[src/hw/rtl/b64e_pkg.sv]
// Shared types, constants and the character map for the base64 stream encoder.
package b64e_pkg;

   // Word widths
   localparam int ByteW = 8;
   localparam int SixW  = 6;

   // Queue between the front and back parts
   localparam int QDepth = 4;
   localparam int QAw    = $clog2(QDepth);
   localparam int QCw    = $clog2(QDepth + 1);

   // Position within the 3-byte group
   typedef enum logic [1:0] {
      PH_FIRST  = 2'd0,
      PH_SECOND = 2'd1,
      PH_THIRD  = 2'd2
   } b64e_phase_type;

   // One queued unit of work: one or two characters from one byte
   typedef struct packed {
      logic [SixW-1:0] six0;
      logic [SixW-1:0] six1;
      logic            two;   // second character present
      logic            eot;   // second character ends the message
   } b64e_entry_type;

   // Queue status seen by both sides
   typedef struct packed {
      logic full;
      logic empty;
   } b64e_qstat_type;

   // Map a 6-bit value onto the standard alphabet
   function automatic logic [ByteW-1:0] b64_char(input logic [SixW-1:0] six);
      logic [ByteW-1:0] wide;
      logic [ByteW-1:0] res;
      wide = {2'b00, six};
      if (six < 6'd26) begin
         res = 8'h41 + wide;
      end else if (six < 6'd52) begin
         res = 8'h61 + wide - 8'd26;
      end else if (six < 6'd62) begin
         res = 8'h30 + wide - 8'd52;
      end else if (six == 6'd62) begin
         res = 8'h2B;
      end else begin
         res = 8'h2F;
      end
      return res;
   endfunction

endpackage

[src/hw/rtl/b64e_if.sv]
// Valid/ready channel interfaces for raw bytes in and base64 characters out.
interface b64e_req_if import b64e_pkg::*; ();
   logic             valid;
   logic             ready;
   logic [ByteW-1:0] data_byte;
   logic             last_byte;

   modport source (output valid, output data_byte, output last_byte, input ready);
   modport sink   (input valid, input data_byte, input last_byte, output ready);
endinterface

interface b64e_rsp_if import b64e_pkg::*; ();
   logic             valid;
   logic             ready;
   logic [ByteW-1:0] code_char;
   logic             end_of_text;

   modport source (output valid, output code_char, output end_of_text, input ready);
   modport sink   (input valid, input code_char, input end_of_text, output ready);
endinterface

[src/hw/rtl/b64e_front.sv]
// Front part: accepts raw bytes, tracks group position and splits bytes into 6-bit codes.
module b64e_front import b64e_pkg::*; (
   input  logic           clock,
   input  logic           reset,
   b64e_req_if.sink       req_ch,
   input  b64e_qstat_type q_stat,
   output logic           push,
   output b64e_entry_type entry
);

   b64e_phase_type   phase_ff, phase_in;
   logic [3:0]       left_ff, left_in;
   logic [ByteW-1:0] b;
   logic             last;

   assign b            = req_ch.data_byte;
   assign last         = req_ch.last_byte;
   assign req_ch.ready = !q_stat.full;
   assign push         = req_ch.valid && !q_stat.full;

   // Split the byte by group position
   always_comb begin
      phase_in = phase_ff;
      left_in  = left_ff;
      case (phase_ff)
         PH_SECOND: begin
            entry.six0 = {left_ff[1:0], b[7:4]};
            entry.six1 = {b[3:0], 2'b00};
            entry.two  = last;
            entry.eot  = last;
            phase_in   = PH_THIRD;
            left_in    = b[3:0];
         end
         PH_THIRD: begin
            entry.six0 = {left_ff[3:0], b[7:6]};
            entry.six1 = b[5:0];
            entry.two  = 1'b1;
            entry.eot  = last;
            phase_in   = PH_FIRST;
            left_in    = 4'd0;
         end
         default: begin
            // start of group; unused code behaves the same
            entry.six0 = b[7:2];
            entry.six1 = {b[1:0], 4'b0000};
            entry.two  = last;
            entry.eot  = last;
            phase_in   = PH_SECOND;
            left_in    = {2'b00, b[1:0]};
         end
      endcase
      // end of message restarts the group
      if (last) begin
         phase_in = PH_FIRST;
         left_in  = 4'd0;
      end
   end

   // Group state
   always_ff @(posedge clock) begin
      if (reset) begin
         phase_ff <= PH_FIRST;
         left_ff  <= 4'd0;
      end else if (push) begin
         phase_ff <= phase_in;
         left_ff  <= left_in;
      end
   end

endmodule

[src/hw/rtl/b64e_queue.sv]
// Short queue of work entries between the front and back parts.
module b64e_queue import b64e_pkg::*; (
   input  logic           clock,
   input  logic           reset,
   input  logic           push,
   input  b64e_entry_type push_entry,
   input  logic           pop,
   output b64e_entry_type head,
   output b64e_qstat_type q_stat
);

   b64e_entry_type   mem [QDepth];
   logic [QAw-1:0]   wr_ptr_ff, rd_ptr_ff;
   logic [QCw-1:0]   count_ff, count_in;

   assign head         = mem[rd_ptr_ff];
   assign q_stat.full  = (count_ff == QCw'(QDepth));
   assign q_stat.empty = (count_ff == '0);

   always_comb begin
      count_in = count_ff;
      if (push && !pop) begin
         count_in = count_ff + 1'b1;
      end else if (pop && !push) begin
         count_in = count_ff - 1'b1;
      end
   end

   // Entry storage
   always_ff @(posedge clock) begin
      if (push) begin
         mem[wr_ptr_ff] <= push_entry;
      end
   end

   // Pointers and fill level
   always_ff @(posedge clock) begin
      if (reset) begin
         wr_ptr_ff <= '0;
         rd_ptr_ff <= '0;
         count_ff  <= '0;
      end else begin
         if (push) begin
            wr_ptr_ff <= wr_ptr_ff + 1'b1;
         end
         if (pop) begin
            rd_ptr_ff <= rd_ptr_ff + 1'b1;
         end
         count_ff <= count_in;
      end
   end

`ifndef SYNTHESIS
   a_count_range: assert property (@(posedge clock) disable iff (reset)
      count_ff <= QCw'(QDepth)) else $error("queue fill level out of range");
   a_no_overflow: assert property (@(posedge clock) disable iff (reset)
      push |-> !q_stat.full) else $error("push into full queue");
   a_no_underflow: assert property (@(posedge clock) disable iff (reset)
      pop |-> !q_stat.empty) else $error("pop from empty queue");
   a_count_up: assert property (@(posedge clock) disable iff (reset)
      (push && !pop) |=> count_ff == $past(count_ff) + 1'b1)
      else $error("fill level did not follow push");
`endif

endmodule

[src/hw/rtl/b64e_back.sv]
// Back part: queued codes to base64 chars, one per cycle unless stalled.
module b64e_back import b64e_pkg::*; (
   input  logic           clock,
   input  logic           reset,
   input  b64e_entry_type head,
   input  b64e_qstat_type q_stat,
   output logic           pop,
   b64e_rsp_if.source     rsp_ch
);

   logic             out_valid_ff, out_valid_in;
   logic [ByteW-1:0] out_char_ff, out_char_in;
   logic             out_eot_ff, out_eot_in;
   logic             pos_ff, pos_in;
   logic             load;

   assign load = !out_valid_ff || rsp_ch.ready;

   // Pick the next character from the head entry
   always_comb begin
      pop          = 1'b0;
      pos_in       = pos_ff;
      out_valid_in = out_valid_ff;
      out_char_in  = out_char_ff;
      out_eot_in   = out_eot_ff;
      if (load) begin
         out_valid_in = !q_stat.empty;
         if (!q_stat.empty) begin
            out_char_in = b64_char(pos_ff ? head.six1 : head.six0);
            out_eot_in  = pos_ff && head.eot;
            if (pos_ff || !head.two) begin
               pop    = 1'b1;
               pos_in = 1'b0;
            end else begin
               pos_in = 1'b1;
            end
         end
      end
   end

   // Output register
   always_ff @(posedge clock) begin
      if (reset) begin
         out_valid_ff <= 1'b0;
         pos_ff       <= 1'b0;
      end else begin
         out_valid_ff <= out_valid_in;
         pos_ff       <= pos_in;
      end
      out_char_ff <= out_char_in;
      out_eot_ff  <= out_eot_in;
   end

   assign rsp_ch.valid       = out_valid_ff;
   assign rsp_ch.code_char   = out_char_ff;
   assign rsp_ch.end_of_text = out_eot_ff;

`ifndef SYNTHESIS
   a_second_needs_head: assert property (@(posedge clock) disable iff (reset)
      pos_ff |-> !q_stat.empty) else $error("second character without entry");
   a_eot_on_second: assert property (@(posedge clock) disable iff (reset)
      (load && !q_stat.empty && !pos_ff) |=> !out_eot_ff)
      else $error("end flag on first character of entry");
   a_pos_clear_on_pop: assert property (@(posedge clock) disable iff (reset)
      pop |=> !pos_ff) else $error("position not cleared after pop");
`endif

endmodule

[src/hw/rtl/base64_stream_encoder.sv]
// Top level of the unpadded base64 stream encoder.
//
// Usage: raw message bytes enter on req_ch (data_byte, last_byte set on the
// final byte of a message); base64 characters leave on rsp_ch (code_char,
// end_of_text set on the final character). Both are valid/ready channels;
// a word moves at a clock edge with valid and ready high.
// Each byte yields one character, or two at the third byte of a group and
// on the last byte of a message that ends inside a group. No padding.
// An accepted byte is first written into the queue; its characters then pass
// through the output register, which gives one character per cycle while the
// receiver is ready and the queue holds an entry.
// A four-entry queue between the byte splitter and the character stage lets
// the input keep accepting while the receiver stalls, until the queue fills;
// then req_ch.ready drops. Output words hold steady while stalled.
// Reset (synchronous, active high) empties the queue and output register and
// starts a fresh group; no clearing pass is needed.
module base64_stream_encoder import b64e_pkg::*; (
   input  logic       clock,
   input  logic       reset,
   b64e_req_if.sink   req_ch,
   b64e_rsp_if.source rsp_ch
);

   logic           push;
   logic           pop;
   b64e_entry_type push_entry;
   b64e_entry_type head;
   b64e_qstat_type q_stat;

   b64e_front u_front (
      .clock  (clock),
      .reset  (reset),
      .req_ch (req_ch),
      .q_stat (q_stat),
      .push   (push),
      .entry  (push_entry)
   );

   b64e_queue u_queue (
      .clock      (clock),
      .reset      (reset),
      .push       (push),
      .push_entry (push_entry),
      .pop        (pop),
      .head       (head),
      .q_stat     (q_stat)
   );

   b64e_back u_back (
      .clock  (clock),
      .reset  (reset),
      .head   (head),
      .q_stat (q_stat),
      .pop    (pop),
      .rsp_ch (rsp_ch)
   );

endmodule
[src/flat_wrapper.sv]
// flat-port wrapper written by rule: the top's interface ports become plain ports
module base64_stream_encoder_flat import b64e_pkg::*;
  (clock, reset, req_ch_valid, req_ch_data_byte, req_ch_last_byte, req_ch_ready, rsp_ch_valid, rsp_ch_code_char, rsp_ch_end_of_text, rsp_ch_ready);
  b64e_req_if req_ch_i ();
  b64e_rsp_if rsp_ch_i ();
  input  logic clock;
  input  logic reset;
  input wire logic [$bits(req_ch_i.valid)-1:0] req_ch_valid;
  input wire logic [$bits(req_ch_i.data_byte)-1:0] req_ch_data_byte;
  input wire logic [$bits(req_ch_i.last_byte)-1:0] req_ch_last_byte;
  output wire logic [$bits(req_ch_i.ready)-1:0] req_ch_ready;
  output wire logic [$bits(rsp_ch_i.valid)-1:0] rsp_ch_valid;
  output wire logic [$bits(rsp_ch_i.code_char)-1:0] rsp_ch_code_char;
  output wire logic [$bits(rsp_ch_i.end_of_text)-1:0] rsp_ch_end_of_text;
  input wire logic [$bits(rsp_ch_i.ready)-1:0] rsp_ch_ready;
  assign req_ch_i.valid = req_ch_valid;
  assign req_ch_i.data_byte = req_ch_data_byte;
  assign req_ch_i.last_byte = req_ch_last_byte;
  assign req_ch_ready = req_ch_i.ready;
  assign rsp_ch_valid = rsp_ch_i.valid;
  assign rsp_ch_code_char = rsp_ch_i.code_char;
  assign rsp_ch_end_of_text = rsp_ch_i.end_of_text;
  assign rsp_ch_i.ready = rsp_ch_ready;
  base64_stream_encoder u_core (.clock(clock), .reset(reset), .req_ch(req_ch_i), .rsp_ch(rsp_ch_i));
endmodule
[config.mk]
export PLATFORM = sky130hd
export DESIGN_NAME = base64_stream_encoder_flat
export DESIGN_NICKNAME = d
export VERILOG_FILES = /design/src/hw/rtl/b64e_pkg.sv /design/src/hw/rtl/b64e_if.sv /design/src/hw/rtl/b64e_front.sv /design/src/hw/rtl/b64e_queue.sv /design/src/hw/rtl/b64e_back.sv /design/src/hw/rtl/base64_stream_encoder.sv /design/src/flat_wrapper.sv
export SDC_FILE = /design/constraint.sdc
export NUM_CORES = 1
export LEC_CHECK = 0
export BUFFER_PORTS_ARGS = -buffer_cell sky130_fd_sc_hd__buf_2
export CAP_MARGIN = 0
export CORE_MARGIN = 2
export CORE_UTILIZATION = 45
export DETAILED_ROUTE_END_ITERATION = 8
export HOLD_SLACK_MARGIN = 0.08
export SLEW_MARGIN = 20
export SYNTH_ARGS = -nofsm -noshare
export SYNTH_HDL_FRONTEND = slang
export SYNTH_SLANG_ARGS = --single-unit
[constraint.sdc]
create_clock -name clock -period 3.5 [get_ports clock]
set_clock_uncertainty 0.05 [all_clocks]
set_input_delay 0.175 -clock clock [delete_from_list [all_inputs] [get_ports clock]]
set_output_delay 0.175 -clock clock [all_outputs]
set_load 0.005 [all_outputs]
; ---- Word level (Yosys, flattened, before mapping)
; Memory sizes are Yosys's and may differ from the RTL's. A register that Yosys moved wholly into a read port is not among the register bits.
; Cells that the tools add are included.
[totals]
word_cells = 62
inputBits = 13
n_memories = 1
out_inout_bits = 11
ram_bits = 56
reg_bits = 24
[memory_table]
columns = name, depth, word_bits, read_ports, rd_clocked_by_memory_dff, write_ports, line_no
row1 = u_core.u_queue.mem, 4, 14, 1, 1, 1, b64e_queue.sv:12  ; b64e_entry_type mem [QDepth];
[classes]
muxes = 20
addsub = 9
reduce_logical = 15
n_eq_ne = 4
magnitude_cmp = 3
bitwise = 1
[ops]
columns = operator, n
row1 = case mux 14 bit (2 select lines), 1
row2 = two-way mux 8 bit, 3
row3 = adder 7 x 6 -> 8 bit (first input constant), 2
row4 = less-than comparator 6 bit (second input constant), 2
row5 = two-way mux 3 bit, 3
row6 = case mux 4 bit (2 select lines), 1
row7 = subtractor 7 x 6 -> 8 bit (second input constant), 1
row8 = subtractor 8 x 5 -> 8 bit (second input constant), 1
row9 = adder 6 x 6 -> 7 bit (first input constant), 1
row10 = == test 6 bit (second input constant), 1
row11 = zero test 1 bit, 6
row12 = less-than comparator 6 x 5 -> 1 bit (second input constant), 1
row13 = two-way mux 1 bit, 6
row14 = two-way mux 2 bit, 3
row15 = two-way mux 6 bit, 1
row16 = adder 2 x 1 -> 2 bit (second input constant), 2
row17 = logical AND 1 bit, 4
row18 = two-way mux 4 bit, 1
row19 = case mux 2 bit (2 select lines), 1
row20 = adder 3 x 1 -> 3 bit (second input constant), 1
row21 = == test 3 bit (second input constant), 1
row22 = zero test 3 bit, 1
row23 = subtractor 3 x 1 -> 3 bit (second input constant), 1
row24 = == test 2 x 1 -> 1 bit (second input constant), 1
row25 = other kinds (5), 6

; ---- Logic depth before layout (Yosys ltp)
; Gate-level depths: netlist (run 1).
[logic_depth]
ltp_word = 8
depth_mapped = 11
ltp_nobuf = 10

; ---- Modules after synthesis
; From an unflattened synthesis (run 1), not the netlist that was laid out.
[unflattened]
cells_unflattened = 270
hier_area_um2 = 3822.4
[modules_own_cells]
columns = module, instances, cells_each, seq_area_each_um2, area_per_inst_um2
row1 = b64e_queue, 1, 117, 1861.8, 2477.4
row2 = b64e_back, 1, 89, 310.3, 879.6
row3 = b64e_front, 1, 64, 120.1, 465.4

; ---- Worst setup path before layout (run 1)
; No wires, ideal clock.
[synth_path]
kind = reg-to-reg
start = reg (tool-made name)
end = reg u_core.u_back.out_char_ff[2], in the netlist u_core.u_back.rsp_ch.code_char[2] (data pin)
slack_ns = 0.702
path_stages_with_launch = 10
period_less_slack_ns = 2.798
required_ns = 3.178
t_arrival_ns = 2.477
setup_time_ns = 0.272
n_path_buf = 2
path_cell_list = dfxtp_1 -> buf_6 -> buf_12 -> mux4_2 -> mux2i_4 -> ha_1 -> a21oi_2 -> o21ai_0 -> nor3_1 -> or4_1
[synth_lines]
columns = item, line_no
row1 = to (signal assigned), b64e_back.sv:50  ; out_char_ff <= out_char_in;
row2 = to (decl), b64e_back.sv:12  ; logic [ByteW-1:0] out_char_ff, out_char_in;

==> flow_metrics.py, run 1 <==
metrics = {
    "routing": {
        "dr_wl_met2_mm": 3.33,
        "drtAntennaViolNets": 0,
        "met1_length_mm": 3.05,
        "drt_iter0_drc": 132,
        "vias_per_cell": 5.36,
        "met3_length_um": 334,
        "wire_per_inst_um": 16.3,
        "vias": 2236,
        "routed_wl_mm": 6.79,
        "drt_pass1_iterations": 5,
        "top_layer": "met4",
        "drcViolationCount": 0,
    },
    "floorplan": {
        "die_h_um": 96.0,
        "start_util": 0.464,
        "dieWidth_um": 96.0,
        "die_area_sq_um": 9220,
        "top_level_ports": 24,
        "rows": 33,
        "fp.coreArea_sq_um": 8220,
    },
    "critical_path": {
        "crit_buf_inv": 0,
        "startpoint_type": "flop",
        "arrival_ns": 3.12,
        "critPathCaptureType": "flop",
        "crit_slowest_cell": "mux4_2",
        "path_max_fanout": 9,
        "cp_cell_sequence": "mux4_2 -> mux2i_4 -> ha_1 -> a21oi_2 -> o21ai_0 -> nor3_1 -> or4_1",
        "cp_top_family": "multiplexers",
        "path_class": "reg2reg",
        "crit_required_ns": 3.53,
        "cp_slowest_stage_delay_ns": 0.59,
    },
    "synthesis": {
        "synth_area_sq_um": 3810,
        "syn_avg_cell_area_sq_um": 13.9,
        "synth-async-reset-ratio": 0,
        "syn_nets": 301,
        "synth_cell_type_count": 46,
        "synthCells": 274,
        "ys.flop_type": "edfxtp_1",
        "yosys_warnings": 0,
        "yosys_register_bits": 82,
        "synth_edf_count": 65,
        "ys_seq_area_frac": 0.602,
    },
    "timing": {
        "rsz0062_at_grt": "no",
        "max_freq_mhz": 324,
        "slew_headroom": 0.469,
        "hold_viol_final": 0,
        "period_share": 0.882,
        "final_max_slew_viol_count": 0,
        "setup_viol": 0,
        "fin_tns_setup_ns": 0,
        "period_needed_ns": 3.09,
        "worstMarginPinSlew_ns": 0.796,
    },
    "place": {
        "io_buffers": 23,
        "place_area_sq_um": 4010,
        "routabilityCongestion": 0.834,
        "dp_hpwl_mm": 4.74,
    },
    "grt": {
        "grt_pass1_vias": 2276,
        "globalRoute.totalOverflow": 0,
        "grt_antenna_before_repair": 0,
        "grt_max_degree": 22,
        "grt_pass1_wl_mm": 11.6,
        "track_usage": 0.171,
    },
    "flow_run": {
        "maxCapViolations": 0,
    },
    "clock_network": {
        "tritoncts": "yes",
        "clk_pin_slew_ns": 0.08,
        "cts_root_buf": "clkbuf_8",
        "numClockSinks": 82,
        "h-tree-depth": 3,
        "cts_buffers": 9,
        "cts_max_path_buffers": 2,
        "cts_resized": 0,
        "clk_latency_ns": 0.34,
    },
    "outcome": {
        "status": "complete, no violations",
    },
    "finish": {
        "syn_to_final_growth_pct": 11.6,
        "finalInstanceArea_sq_um": 4250,
        "drive_above_1_share": 0.199,
        "diodes": 0,
        "nNetsFinal": 334,
        "fill_cells": 710,
    },
    "power_and_ir_drop": {
        "ir_drop_mv": 0.296,
        "p_leak_nw": 1.53,
        "powerDensity_nw_per_um2": 792,
    },
    "min_path": {
        "worstHoldPathType": "in2reg",
    },
}
what timing repair did:
action / 4_1_cts / 5_1_grt
hold endpoints to repair: 9 / 0
setup endpoints to repair: 0 / 0
hold buffers: 6 / 0
buffers inserted: 0 / 0
final cells by class:
| type | count | area, sq um | share of cell area |
|---|---|---|---|
| clock buffer | 11 | 131 | 0.0309 |
| clock inverter | 5 | 53.8 | 0.0127 |
| timing repair buffer | 33 | 205 | 0.0483 |
| sequential | 82 | 2290 | 0.539 |
| multi-input combinational | 164 | 1370 | 0.323 |
| tap | 105 | 131 | 0.0309 |
| inverter | 17 | 63.8 | 0.0150 |
routing by layer:
layer,GRT usage,vias to the layer above
met3,0.0478,11
met2,0.289,54
met1,0.218,1075
li1,-,1096
met5,0,-
met4,0.0452,0
registers in the layout, indices dropped and copies added (netlist names), named ones only:
| signal | cells |
|---|---|
| u_core.u_back.rsp_ch.end_of_text | 1 |
| u_core.u_queue.count_ff | 3 |
| u_core.u_back.rsp_ch.valid | 1 |
| u_core.u_queue.rd_ptr_ff | 2 |
| u_core.u_front.left_ff | 4 |
| u_core.u_queue.mem | 56 |
| u_core.u_front.phase_ff | 2 |
| u_core.u_back.rsp_ch.code_char | 8 |
| u_core.u_queue.wr_ptr_ff | 2 |
| u_core.u_back.pos_ff | 1 |
synth_stat cells, drive strengths merged, types with 2 or more instances:
| cell type | instances | area [sq um] |
|---|---|---|
| buf | 5 | 58.8 |
| nor3b | 3 | 33.8 |
| mux2i | 7 | 108 |
| nor3 | 5 | 25.0 |
| inv | 16 | 60.1 |
| mux4 | 14 | 334 |
| nand2b | 2 | 12.5 |
| nand2 | 24 | 90.1 |
| clkbuf | 6 | 22.5 |
| xnor2 | 2 | 17.5 |
| and3 | 5 | 32.5 |
| a31oi | 2 | 12.5 |
| ha | 13 | 163 |
| a21oi | 17 | 88.8 |
| o21ai | 14 | 70.1 |
| a22oi | 10 | 75.1 |
| and2 | 3 | 18.8 |
| dfxtp | 17 | 340 |
| xor2 | 3 | 26.3 |
| or3 | 4 | 26.3 |
| edfxtp | 65 | 1950 |
| nand3 | 10 | 50.1 |
| nor2 | 11 | 41.3 |
| nand3b | 3 | 22.5 |
kinds of logic (layout without fill, tap and decap cells):
group,after synthesis,in the layout,synth area share
flops,82,82,0.602
mux,22,22,0.120
simple gates,73,73,0.100
fa+ha+maj,14,14,0.0479
buf+inv,28,66,0.0381
xor+xnor,5,5,0.0115
compound gates,50,50,0.0808
path summary, 6_finish.rpt:
kind | from | to | slack [ns] | cells past startpoint
setup / recovery | flop | u_core.u_back.rsp_ch.code_char[2]$_DFFE_PP_ | 0.41 | 7
hold / removal | reset | u_core.u_queue.count_ff[0]$_SDFFE_PP0P_ | 0.14 | 2
setup reg to reg | flop | u_core.u_back.rsp_ch.code_char[2]$_DFFE_PP_ | 0.41 | 7
hold reg to reg | u_core.u_front.left_ff[2]$_SDFFE_PP0P_ | u_core.u_front.left_ff[2]$_SDFFE_PP0P_ | 0.41 | 2
metrics by stage:
step | setup WS [ns] | std cells | util | hold slack (ns) | total power [mW]
4_1_cts | 0.384 | 417 | 0.517 | 0.125 | 3.40
6_report | 0.411 | 417 | 0.517 | 0.143 | 3.37
3_3_place_gp | 0.470 | 395 | 0.487 | 0.389 | 2.72
5_1_grt | 0.206 | 417 | 0.517 | 0.149 | 3.63
3_5_place_dp | 0.400 | 395 | 0.487 | 0.400 | 2.74
2_1_floorplan | 0.702 | 274 | - | 0.224 | 2.46
cell usage in the layout (no fill, tap or decap), types with 11 or more instances in the layout:
cell	n
a21oi_1	16
buf_2	23
dfxtp_1	17
edfxtp_1	65
ha_1	13
inv_1	14
nand2_1	24
nor2_1	11
o21ai_0	14
power by group:
group / internal, mW / switching (mW) / leakage, nW
registers: 1.30 / 0.0902 / 0.746
logic: 0.590 / 0.741 / 0.698
clock network: 0.328 / 0.315 / 0.0890
Power figures use the tool's default switching activity.
==> run 2, diff against run 1 <==
--- a/config.mk
+++ b/config.mk
@@ -11,6 +11,7 @@
 export CORE_UTILIZATION = 45
 export DETAILED_ROUTE_END_ITERATION = 8
 export HOLD_SLACK_MARGIN = 0.08
+export RECOVER_POWER = 50
 export SLEW_MARGIN = 20
 export SYNTH_ARGS = -nofsm -noshare
 export SYNTH_HDL_FRONTEND = slang
==> run 2 against run 1 <==
Compared with the run above:
- total power fell by 0.34%
- hold slack barely moved
- cell count did not move
- sequential cell count is the same
- register-to-register slack hardly changed
- combinational power hardly changed
- utilization decreased by 0.17 points
- cell area down 0.32%
- non-clock buffer count did not move
- routed wire length rose by 0.16%
- via count about the same
- critical path type unchanged
- critical endpoint unchanged
- highest routed layer unchanged
==> flow_metrics.py, run 2 (synthesized netlist as in run 1, its figures left out) <==
metrics = {
    "place": {
        "preCtsSetupSlack_ns": 0.400,
        "dp_hpwl_mm": 4.74,
        "io_buffers": 23,
        "routabilityCongestion": 0.834,
    },
    "routing": {
        "drcViolationCount": 0,
        "vias": 2234,
        "drt_pass1_iterations": 4,
        "vias_per_cell": 5.36,
        "wire_per_inst_um": 16.3,
        "routed_wl_mm": 6.80,
        "drtAntennaViolNets": 0,
        "drt_iter0_drc": 131,
    },
    "power_and_ir_drop": {
        "power_mw": 3.35,
        "powerDensity_nw_per_um2": 792,
        "p_leak_nw": 1.51,
        "ir_drop_mv": 0.296,
    },
    "outcome": {
        "status": "complete, no violations",
    },
    "floorplan": {
        "die_h_um": 96.0,
        "fp.coreArea_sq_um": 8220,
        "rows": 33,
        "top_level_ports": 24,
        "start_util": 0.464,
        "dieWidth_um": 96.0,
        "die_area_sq_um": 9220,
    },
    "grt": {
        "grt_pass1_vias": 2276,
        "globalRoute.totalOverflow": 0,
        "track_usage": 0.171,
        "grt_pass1_wl_mm": 11.6,
        "grt_max_degree": 22,
        "grt_antenna_before_repair": 0,
    },
    "clock_network": {
        "clk_latency_ns": 0.34,
        "cts_max_path_buffers": 2,
        "h-tree-depth": 3,
        "cts_root_buf": "clkbuf_8",
        "tritoncts": "yes",
        "postCtsSetupBuffers": 0,
        "cts_buffers": 9,
        "cts_resized": 0,
        "numClockSinks": 82,
        "clk_pin_slew_ns": 0.08,
    },
    "timing": {
        "hold_viol_final": 0,
        "fin_tns_setup_ns": 0,
        "max_freq_mhz": 323,
        "slew_headroom": 0.474,
        "worstMarginPinSlew_ns": 0.790,
        "setup_ws_ns": 0.405,
        "period_share": 0.884,
        "period_needed_ns": 3.09,
        "rsz0062_at_grt": "no",
        "setup_viol": 0,
        "final_max_slew_viol_count": 0,
    },
    "critical_path": {
        "cp_top_family": "multiplexers",
        "critPathCaptureType": "flop",
        "cp_slowest_stage_delay_ns": 0.59,
        "path_class": "reg2reg",
        "cp_cell_sequence": "mux4_2 -> mux2i_4 -> ha_1 -> a21oi_2 -> o21ai_0 -> nor3_1 -> or4_1",
        "startpoint_type": "flop",
        "crit_required_ns": 3.53,
        "arrival_ns": 3.12,
        "crit_buf_inv": 0,
        "path_max_fanout": 9,
        "crit_slowest_cell": "mux4_2",
    },
    "finish": {
        "diodes": 0,
        "fill_cells": 714,
        "syn_to_final_growth_pct": 11.2,
        "drive_above_1_share": 0.170,
        "mostFrequentLayoutCell": "edfxtp_1",
        "nNetsFinal": 334,
        "largest_reg_flops": 56,
        "final_cell_mix": "edfxtp_1 (65), nand2_1 (24), dfxtp_1 (17)",
        "largest_register": "u_core.u_queue.mem",
    },
    "flow_run": {
        "maxCapViolations": 0,
    },
    "min_path": {
        "min_from": "reset",
        "worstHoldPathType": "in2reg",
    },
}
## run 2: final timing paths
| check | to | slack (ns) | cells past startpoint |
|---|---|---|---|
| setup reg to reg | u_core.u_back.rsp_ch.code_char[2]$_DFFE_PP_ | 0.41 | 7 |
| setup / recovery | u_core.u_back.rsp_ch.code_char[2]$_DFFE_PP_ | 0.41 | 7 |
| hold reg to reg | u_core.u_front.left_ff[2]$_SDFFE_PP0P_ | 0.41 | 2 |
| hold / removal | u_core.u_queue.count_ff[0]$_SDFFE_PP0P_ | 0.14 | 2 |
## run 2: report_power, final
part	switching (mW)	total (mW)	internal [mW]
clock	0.316	0.644	0.328
sequential	0.0916	1.39	1.30
combinational	0.741	1.32	0.575
total	1.15	3.35	2.20
## run 2: layout make-up
| cell class | instances | area (sq um) | area share |
|---|---|---|---|
| Clock buffer | 11 | 131 | 0.0310 |
| Clock inverter | 5 | 53.8 | 0.0127 |
| Inverter | 17 | 63.8 | 0.0151 |
| Multi-Input combinational cell | 164 | 1370 | 0.324 |
| Sequential cell | 82 | 2290 | 0.541 |
| Tap cell | 105 | 131 | 0.0310 |
| Timing Repair Buffer | 33 | 191 | 0.0452 |
## run 2: per-layer routing
metal	global-route usage	vias up	part of all wire
met5	0	-	0
met4	0.0452	0	0.011
met3	0.0478	11	0.042
met2	0.289	47	0.49
met1	0.218	1078	0.46
li1	-	1098	-
## run 2: worst reg2reg max path, cell delays in order (launching register included)
cell	delay [ns]
dfxtp_1	0.56
mux4_2	0.59
mux2i_4	0.27
ha_1	0.24
a21oi_2	0.07
o21ai_0	0.50
nor3_1	0.08
or4_1	0.47
## run 2: metrics by stage
stage	cells	utilization	hold slack (ns)	cell area [sq um]
2_1_floorplan	274	-	0.224	3810
5_1_grt	417	0.516	0.149	4240
3_3_place_gp	395	0.487	0.389	4010
6_report	417	0.516	0.143	4240
3_5_place_dp	395	0.487	0.400	4010
4_1_cts	417	0.517	0.125	4250
## run 2: timing repair
item                                   4_1_cts  5_1_grt
setup endpoints to repair                    0        0
endpoints found under the hold margin        9        0
hold buffers                                 6        0
